--- src/design/least_slack_task_scheduler_unit_defines.svh ---
// assertion macros used by the scheduler unit
`ifndef LEAST_SLACK_TASK_SCHEDULER_UNIT_DEFINES_SVH
`define LEAST_SLACK_TASK_SCHEDULER_UNIT_DEFINES_SVH

// implication checked on every clock edge outside reset
`define LSTS_ASSERT(label, clk, rst, prop, msg) \
   label: assert property (@(posedge clk) disable iff (rst) prop) else $error(msg);

// implication checked on every clock edge, reset included
`define LSTS_ASSERT_ALWAYS(label, clk, prop, msg) \
   label: assert property (@(posedge clk) prop) else $error(msg);

`endif

--- src/design/lsts_job_cell.sv ---
// one queue slot: holds a job, shifts down toward slot 0 on removal
module lsts_job_cell #(
   parameter int TaskBits = 4,
   parameter int TimeBits = 16
) (
   input  logic                clock,
   input  logic                reset,
   input  logic                load_en,
   input  logic [TaskBits-1:0] load_task,
   input  logic [TimeBits-1:0] load_left,
   input  logic [TimeBits-1:0] load_due,
   input  logic                dec_en,
   input  logic                shift_en,
   input  logic                next_valid,
   input  logic [TaskBits-1:0] next_task,
   input  logic [TimeBits-1:0] next_left,
   input  logic [TimeBits-1:0] next_due,
   input  logic                clear_en,
   output logic                valid,
   output logic [TaskBits-1:0] task_id,
   output logic [TimeBits-1:0] left,
   output logic [TimeBits-1:0] due
);

   logic                valid_ff, valid_in;
   logic [TaskBits-1:0] task_ff, task_in;
   logic [TimeBits-1:0] left_ff, left_in;
   logic [TimeBits-1:0] due_ff, due_in;

   // slot update: load, decrement, shift from neighbor, or clear
   always_comb begin
      valid_in = valid_ff;
      task_in  = task_ff;
      left_in  = left_ff;
      due_in   = due_ff;
      if (load_en) begin
         valid_in = 1'b1;
         task_in  = load_task;
         left_in  = load_left;
         due_in   = load_due;
      end else if (shift_en) begin
         valid_in = next_valid;
         task_in  = next_task;
         left_in  = next_left;
         due_in   = next_due;
      end else if (clear_en) begin
         valid_in = 1'b0;
      end else if (dec_en) begin
         left_in = left_ff - TimeBits'(1);
      end
   end

   always_ff @(posedge clock) begin
      if (reset) begin
         valid_ff <= 1'b0;
      end else begin
         valid_ff <= valid_in;
      end
      task_ff <= task_in;
      left_ff <= left_in;
      due_ff  <= due_in;
   end

   assign valid   = valid_ff;
   assign task_id = task_ff;
   assign left    = left_ff;
   assign due     = due_ff;

endmodule
--- config.mk ---
export PLATFORM = sky130hd
export DESIGN_NAME = lsts_job_cell
export DESIGN_NICKNAME = d
export VERILOG_FILES = /design/src/design/least_slack_task_scheduler_unit_defines.svh /design/src/design/lsts_job_cell.sv
export SDC_FILE = /design/constraint.sdc
export NUM_CORES = 1
export LEC_CHECK = 0
export BUFFER_PORTS_ARGS = -buffer_cell sky130_fd_sc_hd__buf_2
export CAP_MARGIN = 20
export CORE_UTILIZATION = 45
export CTS_BUF_LIST = sky130_fd_sc_hd__clkbuf_8
export CTS_CLUSTER_SIZE = 24
export DETAILED_ROUTE_END_ITERATION = 10
export PLACE_DENSITY = 0.93
export SKIP_LAST_GASP = 1
export SYNTH_ARGS = -nofsm -noshare
export SYNTH_HDL_FRONTEND = slang
export SYNTH_SLANG_ARGS = --single-unit
--- constraint.sdc ---
create_clock -name clock -period 2.4 [get_ports clock]
set_clock_uncertainty 0.2 [all_clocks]
set_input_delay 0.36 -clock clock [delete_from_list [all_inputs] [get_ports clock]]
set_output_delay 0.36 -clock clock [all_outputs]
set_load 0.01 [all_outputs]
==> impl_metrics.yaml, run 1 <==
clock_tree:
  post-cts-setup-buffers: 0
  cts_sinks: 37
  worstSkewPairLatency_ns: 0.27
  clkTransAtPathRegs_ns: 0.07
  cts_tree: "yes"
  cts_buffers: 5
  holdBufCountCts: 0
  cts_resized: 0
  cts-root-buf: "clkbuf_8"
  htreeDepth: 2
  clock_path_buffers: 2
detailed_routing:
  drt-pass1-iter-count: 4
  routed_wirelength_microns: 4789
  antenna_left: 0
  drc_errors: 0
  drt_iter0_drc: 90
  wl_per_cell_microns: 14.78
  avgViaCountPerCell: 5.090
  vias: 1649
final_layout:
  n_fill_cell: 322
  mostFrequentLayoutCell: "buf_2"
  drive_above_1_share_pct: 57.66
  fin_cells: 324
  num_antenna_cells: 0
  nets: 353
  final_area_sq_mm: 0.002674
  most-common-layout-cells: "115 x buf_2, 36 x edfxtp_1, 22 x mux2_2, 12 x nand2_1, 12 x a21oi_1"
  syn2layout_area_growth_pct: 38.14
sta:
  min_period_ns: 2.139
  hold_viol: 0
  fin_crit_sh_pct: 89.12
  fmax_mhz: 467.5
  setup_ws_ns: 0.2611
  slew_viol_final: 0
  max_slew_margin_pct: 72.59
  rsz0062_at_grt: "no"
  fin_tns_setup_ns: 0
  worst_slew_pin_slew_ns: 0.4078
  finalSetupViolCount: 0
yosys:
  synth_compound_area_share_pct: 10.41
  ys_seq_area_share_pct: 56.88
  syn_nets: 232
  synthMuxAreaShare_pct: 12.80
  yosys.cell_types.count: 29
  synth_xor_xnor_area_share_pct: 5.430
  syn_area_per_cell_sq_um: 12.73
  ys_warn_count: 0
  yosys.area_share.adder_pct: 0.6464
  synth-simple-area-share_pct: 11.44
  syn_inst: 152
  synth_top_family_by_area: "multiplexers"
  ys_ff_latch: 37
  netlist_area_sq_mm: 0.001936
placed_design:
  place_ws_ns: 0.2496
  dpl_cell_area_sq_mm: 0.002591
  place_congestion: 0.7687
  hpwl_microns: 3791
  placedCellCount: 316
  portBuffers: 115
critical_path:
  cp-start-kind: "flip-flop"
  crit_type: "flip-flop to flip-flop"
  crit_path_max_fanout: 4
  cp-end-kind: "flip-flop"
  reg2reg_depth: 7
  cp_data_required_time_ns: 2.21
  critPathLaunch: "left[0]"
  worstReg2RegStart: "left[0]"
  arrival_ns: 1.95
power:
  p_per_area_mw_per_mm2: 590.6
  fin_total_pwr_mw: 1.579
  worst_ir_drop_vdd_v: 0.0004084
  power_leakage_nw: 1.157
min_path:
  hp-class: "primary input to flip-flop"
  holdPathStages: 2
  min-delay-start: "reset"
grt:
  antenna_found_initial: 0
  grt_pass1_vias: 1602
  grt_use_total_pct: 22.14
  grt_max_degree: 27
  grt_pass1_wl_microns: 7293
  grt_overflow: 0
flow_run:
  maxCapViolations: 0
floorplanning:
  chipHeight_microns: 67.59
  die-width_microns: 67.59
  num_io_pins: 116
  dieArea_sq_mm: 0.004568
  core_sq_mm: 0.004058
  start_util_pct: 47.70
  rows: 23
status:
  status: "finished clean"
cells in the mapped netlist:
cell / instances / area share (%)
o221a_2: 1 / 0.58
o31ai_1: 1 / 0.39
edfxtp_1: 36 / 56
o21ai_1: 5 / 1.3
nor2b_1: 1 / 0.32
nand4_4: 1 / 1.1
o221ai_1: 1 / 0.45
a21oi_1: 12 / 3.1
nand2_1: 12 / 2.3
buf_2: 1 / 0.26
nor4_4: 2 / 2.2
nor3b_2: 1 / 0.65
inv_1: 5 / 0.97
nor3b_1: 2 / 0.78
ha_1: 1 / 0.65
clkbuf_1: 6 / 1.2
nor2_1: 9 / 1.7
mux2_2: 22 / 13
dfxtp_1: 1 / 1.0
a22oi_1: 3 / 1.2
o22ai_1: 6 / 1.9
nor4_2: 1 / 0.65
xor2_1: 4 / 1.8
xnor2_1: 8 / 3.6
nor3_2: 1 / 0.52
o41ai_1: 1 / 0.45
o21ai_0: 4 / 1.0
and2_2: 1 / 0.39
nand3_1: 3 / 0.78
metal layers:
| layer | global-route usage [%] | routed length, microns | up-vias | part of all wire, % |
|---|---|---|---|---|
| met5 | 0 | 0 | - | 0 |
| met4 | 4.521 | 22 | 0 | 0.46 |
| met3 | 9.966 | 462 | 4 | 9.6 |
| met2 | 39.73 | 2535 | 75 | 53 |
| met1 | 23.65 | 1769 | 756 | 37 |
| li1 | - | - | 814 | - |
critical path, stage by stage (launching register included):
cell,delay [ns]
edfxtp_1,0.43
inv_1,0.17
ha_1,0.20
nor3b_1,0.27
and2_2,0.24
nand3_1,0.09
xor2_1,0.15
o221ai_1,0.13
flip-flops by register name, indices dropped and copies added, names as in the netlist:
register and cells:
due 16, left 16, task_id 4, valid 1
kinds of logic (layout without fill, tap and decap cells):
kind of cell / after synthesis / in the layout
xor+xnor: 12 / 12
flops: 37 / 37
mux: 22 / 22
compound gates: 34 / 34
buf+inv: 12 / 134
simple gates: 34 / 34
fa+ha+maj: 1 / 1
power by group:
part	switching [mW]	internal [mW]	leakage [nW]	total (mW)
clock	0.204	0.197	0.0491	0.401
sequential	0.0529	0.794	0.377	0.847
combinational	0.164	0.168	0.731	0.332
total	0.421	1.16	1.16	1.58
cell type report:
class / count / area (sq um) / area share (%)
inverters: 5 / 18.77 / 0.7019
flip-flops and latches: 37 / 1101 / 41.18
well taps: 50 / 62.56 / 2.340
clock inverters: 3 / 13.76 / 0.5147
multi-input cells: 103 / 788.3 / 29.48
clock buffers: 5 / 68.82 / 2.574
repair buffers: 121 / 620.6 / 23.21
through the flow:
step / utilization, % / hold WS, ns
2_1_floorplan: - / 0.2291
3_3_place_gp: 63.86 / 0.3151
3_5_place_dp: 63.86 / 0.3328
4_1_cts: 65.90 / 0.03795
5_1_grt: 65.90 / 0.03245
6_report: 65.90 / 0.04247
path summary, 6_finish.rpt:
check | to | slack, ns
max | left[14] | 0.26
min | valid | 0.04
max reg2reg | left[14] | 0.26
min reg2reg | valid | 0.46
Power figures use the tool's default switching activity.
==> run 2, diff against run 1 <==
--- a/config.mk
+++ b/config.mk
@@ -7,11 +7,14 @@
 export LEC_CHECK = 0
 export BUFFER_PORTS_ARGS = -buffer_cell sky130_fd_sc_hd__buf_2
 export CAP_MARGIN = 20
-export CORE_UTILIZATION = 45
+export CELL_PAD_IN_SITES_DETAIL_PLACEMENT = 0
+export CELL_PAD_IN_SITES_GLOBAL_PLACEMENT = 2
+export CORE_MARGIN = 3
+export CORE_UTILIZATION = 26
 export CTS_BUF_LIST = sky130_fd_sc_hd__clkbuf_8
 export CTS_CLUSTER_SIZE = 24
 export DETAILED_ROUTE_END_ITERATION = 10
-export PLACE_DENSITY = 0.93
+export PLACE_DENSITY = 0.91
 export SKIP_LAST_GASP = 1
 export SYNTH_ARGS = -nofsm -noshare
 export SYNTH_HDL_FRONTEND = slang
==> run 2 against run 1 <==
  * Utilization shrank 27 points
  * Clock power grew 8.5%
  * Total power is 2.3% higher
  * Register-to-register slack improved by 0.03 ns
  * Combinational power is essentially flat
  * Setup slack better by 0.026 ns
  * Sequential cell count is the same
  * Clock-buffer cell count did not move
  * Cell count up 14%
  * Sequential share of layout area shrank 1.0 points
  * Worst hold slack got worse by 0.027 ns
  * Cell area grew 2.5%
  * Critical path type unchanged
==> impl_metrics.yaml, run 2 (synthesis results as in run 1) <==
critical_path:
  cp_data_required_time_ns: 2.22
  crit_type: "flip-flop to flip-flop"
  crit_buf_inv: 1
  cp_top_family: "simple AND/OR/NAND/NOR gates"
  crit_chain: "inv_1, ha_1, nor3b_1, and2_2, nand3_1, xor2_1, o221ai_1"
  crit_path_top_delay_cell: "edfxtp_1"
  slowest_delay_ns: 0.42
  crit_path_max_fanout: 4
  arrival_ns: 1.93
  cp-end-kind: "flip-flop"
  cp-start-kind: "flip-flop"
power:
  p_sw_mw: 0.4522
  comb_power_share_pct: 20.6
  swShare_pct: 28.00
  intPower_mw: 1.163
  worst_ir_drop_vdd_v: 0.0002283
  seq_power_share_pct: 52.4
  p_per_area_mw_per_mm2: 589.4
  power_leakage_nw: 1.152
  clkPwrFrac_pct: 26.9
clock_tree:
  cts_tree: "yes"
  cts_sinks: 37
  cts_buffers: 5
  clkTransAtPathRegs_ns: 0.08
  cts_resized: 0
  worstSkewPairLatency_ns: 0.28
  cts-root-buf: "clkbuf_8"
  clock_path_buffers: 2
  holdBufCountCts: 0
  post-cts-setup-buffers: 0
  htreeDepth: 2
grt:
  grt_pass1_wl_microns: 8093
  antenna_found_initial: 0
  grt_overflow: 0
  grt_use_total_pct: 12.09
  grt_pass1_vias: 1714
  grt_max_degree: 25
sta:
  worst_slew_pin_slew_ns: 0.4279
  slew_viol_final: 0
  fin_tns_setup_ns: 0
  min_period_ns: 2.113
  fmax_mhz: 473.4
  hold_viol: 0
  fin_crit_sh_pct: 88.02
  finalSetupViolCount: 0
  setup_ws_ns: 0.2875
  rsz0062_at_grt: "no"
  max_slew_margin_pct: 71.44
placed_design:
  hpwl_microns: 4081
  portBuffers: 115
  place_congestion: 0.7717
  place_ws_ns: 0.2925
detailed_routing:
  drt-pass1-iter-count: 4
  vias: 1626
  drt_iter0_drc: 53
  antenna_left: 0
  wl_per_cell_microns: 14.07
  avgViaCountPerCell: 4.407
  routed_wirelength_microns: 5192
  drc_errors: 0
final_layout:
  nets: 352
  most-common-layout-cells: "115 x buf_2, 36 x edfxtp_1, 22 x mux2_2, 12 x nand2_1, 12 x a21oi_1"
  n_fill_cell: 705
  num_antenna_cells: 0
  syn2layout_area_growth_pct: 41.56
  mostFrequentLayoutCell: "buf_2"
  drive_above_1_share_pct: 57.88
flow_run:
  maxCapViolations: 0
floorplanning:
  rows: 30
  chipHeight_microns: 92.28
  start_util_pct: 27.58
  dieArea_sq_mm: 0.008516
  num_io_pins: 116
  core_sq_mm: 0.007019
  die-width_microns: 92.28
min_path:
  hp-class: "primary input to flip-flop"
status:
  status: "finished clean"
==> run 2: through the flow <==
stage | total power [mW] | std cells | hold WS [ns] | cell area, sq um | utilization, %
after floorplan | 1.025 | 152 | 0.2291 | 1936 | -
after global placement | 1.194 | 361 | 0.3241 | 2654 | 37.81
after detailed placement | 1.200 | 361 | 0.3240 | 2654 | 37.81
after CTS | 1.637 | 369 | 0.007207 | 2740 | 39.04
after global routing | 1.700 | 369 | 0.01634 | 2740 | 39.04
final | 1.615 | 369 | 0.01586 | 2740 | 39.04
==> run 2: path summary, 6_finish.rpt <==
check                from       end  slack, ns  cells after the start
hold reg to reg     valid     valid       0.44                      3
setup / recovery  left[0]  left[14]       0.29                      7
setup reg to reg  left[0]  left[14]       0.29                      7
hold / removal      reset     valid       0.02                      2
==> run 2: power groups by stage <==
stage / logic, mW / registers [mW] / clock network [mW]
after floorplan: 0.132 / 0.893 / 0
after global placement: 0.335 / 0.859 / 0
after detailed placement: 0.338 / 0.862 / 0
after CTS: 0.340 / 0.848 / 0.448
after global routing: 0.367 / 0.857 / 0.477
final: 0.333 / 0.847 / 0.435
==> run 2: layout make-up <==
cell class,instances,area (sq um),share of cell area [%]
clock buffer,5,68.82,2.511
clock inverter,3,17.52,0.6393
inverter,5,18.77,0.6849
multi-input combinational,103,788.3,28.77
sequential,37,1101,40.18
tap,96,120.1,4.384
timing repair buffer,120,625.6,22.83
==> run 2: per-layer routing <==
metal | global-route usage [%] | vias to the layer above | part of all wire, %
met5 | 0 | - | 0
met4 | 2.970 | 0 | 0.54
met3 | 5.004 | 2 | 9.9
met2 | 21.11 | 74 | 48
met1 | 13.66 | 740 | 41
li1 | - | 810 | -
==> run 3, diff against run 2 <==
--- a/config.mk
+++ b/config.mk
@@ -15,6 +15,7 @@
 export CTS_CLUSTER_SIZE = 24
 export DETAILED_ROUTE_END_ITERATION = 10
 export PLACE_DENSITY = 0.91
+export RECOVER_POWER = 100
 export SKIP_LAST_GASP = 1
 export SYNTH_ARGS = -nofsm -noshare
 export SYNTH_HDL_FRONTEND = slang
==> run 3 against run 2 <==
  * Die area is the same
  * Sequential cell count is the same
  * Combinational power shrank 8.1%
  * Critical path depth shrank 2
  * Global-route usage is the same
  * Largest cell class unchanged
==> impl_metrics.yaml, run 3 (synthesis results as in run 1) <==
status:
  status: "finished clean"
detailed_routing:
  drt_iter0_drc: 63
  vias: 1623
  drt-pass1-iter-count: 4
  antenna_left: 0
  routed_wirelength_microns: 5226
  drc_errors: 0
  avgViaCountPerCell: 4.398
  wl_per_cell_microns: 14.16
power:
  swShare_pct: 28.21
  seq_power_share_pct: 53.4
  worst_ir_drop_vdd_v: 0.0002276
  clkPwrFrac_pct: 27.3
  comb_power_share_pct: 19.3
  p_sw_mw: 0.4471
  intPower_mw: 1.138
  p_per_area_mw_per_mm2: 599.3
  power_leakage_nw: 1.030
clock_tree:
  post-cts-setup-buffers: 0
  holdBufCountCts: 0
  cts_sinks: 37
  clock_path_buffers: 2
  htreeDepth: 2
  cts-root-buf: "clkbuf_8"
  cts_tree: "yes"
  cts_buffers: 5
  cts_resized: 0
  clkTransAtPathRegs_ns: 0.08
  worstSkewPairLatency_ns: 0.29
grt:
  grt_pass1_vias: 1714
  grt_pass1_wl_microns: 8093
  grt_use_total_pct: 12.09
  antenna_found_initial: 0
  grt_max_degree: 25
  grt_overflow: 0
floorplanning:
  core_sq_mm: 0.007019
  rows: 30
  die-width_microns: 92.28
  start_util_pct: 27.58
  dieArea_sq_mm: 0.008516
  chipHeight_microns: 92.28
  num_io_pins: 116
sta:
  max_slew_margin_pct: 61.86
  finalSetupViolCount: 0
  rsz0062_at_grt: "no"
  setup_ws_ns: 0.2335
  hold_viol: 0
  slew_viol_final: 0
  fin_tns_setup_ns: 0
  worst_slew_pin_slew_ns: 0.5668
  fin_crit_sh_pct: 90.27
  fmax_mhz: 461.6
  min_period_ns: 2.166
final_layout:
  mostFrequentLayoutCell: "buf_2"
  drive_above_1_share_pct: 42.49
  nets: 352
  n_fill_cell: 736
  most-common-layout-cells: "77 x buf_2, 40 x clkbuf_1, 36 x edfxtp_1, 22 x mux2_2"
  num_antenna_cells: 0
  syn2layout_area_growth_pct: 36.65
placed_design:
  place_ws_ns: 0.2925
  portBuffers: 115
  hpwl_microns: 4081
  place_congestion: 0.7717
min_path:
  hp-class: "primary input to flip-flop"
  holdPathStages: 2
critical_path:
  crit_path_max_fanout: 6
  cp_data_required_time_ns: 2.21
  cp-start-kind: "flip-flop"
  crit_type: "flip-flop to flip-flop"
  arrival_ns: 1.97
  cp-end-kind: "flip-flop"
  reg2reg_depth: 5
flow_run:
  maxCapViolations: 0
## run 3: cell types whose count changed in the layout (fill, tap and decap cells not counted)
cell      previous run  this run
o21ai_1              6         2
nor4_1               0         1
nor3_2               1         0
nor3_1               0         1
clkbuf_1             0        40
buf_12               1         0
o21ai_0              3         7
buf_4                4         0
buf_2              115        77
clkbuf_2             0         3
nor4_4               2         1
## run 3: final timing paths
| path | from | endpoint | slack [ns] |
|---|---|---|---|
| max | left[4] | left[14] | 0.23 |
| min | reset | valid | 0.02 |
| max reg2reg | left[4] | left[14] | 0.23 |
| min reg2reg | valid | valid | 0.45 |
## run 3: final cells by class
cell class	instances	area (sq um)	area share (%)
sequential	37	1101	41.63
multi-input combinational	103	768.2	29.04
timing repair buffer	120	550.5	20.81
tap	96	120.1	4.541
clock buffer	5	68.82	2.602
inverter	5	18.77	0.7096
clock inverter	3	17.52	0.6623
## run 3: power groups by stage
stage          logic [mW]  clock network, mW  registers, mW
2_1_floorplan       0.132                  0          0.893
3_3_place_gp        0.335                  0          0.859
3_5_place_dp        0.338                  0          0.862
4_1_cts             0.340              0.448          0.848
5_1_grt             0.340              0.477          0.855
6_report            0.306              0.433          0.846
## run 3: worst max-delay path, stage by stage, from the launching register on
cell and delay (ns):
edfxtp_1 0.49, nor4_1 0.53, and2_2 0.29, nand3_1 0.09
xor2_1 0.16, o221ai_1 0.12
## run 3: through the flow
step           util (%)  cell area, sq um  instances  power, mW  hold WS [ns]
6_report          37.68              2645        369      1.585       0.01582
4_1_cts           39.04              2740        369      1.637      0.007207
5_1_grt           37.68              2645        369      1.672       0.01634
2_1_floorplan         -              1936        152      1.025        0.2291
3_5_place_dp      37.81              2654        361      1.200        0.3240
3_3_place_gp      37.81              2654        361      1.194        0.3241
## run 3: per-layer routing
layer / part of all wire (%) / global-route usage (%) / vias to the layer above
met5: 0 / 0 / -
met4: 0.54 / 2.970 / 0
met3: 10 / 5.004 / 2
met2: 48 / 21.11 / 77
met1: 41 / 13.66 / 733
li1: - / - / 811
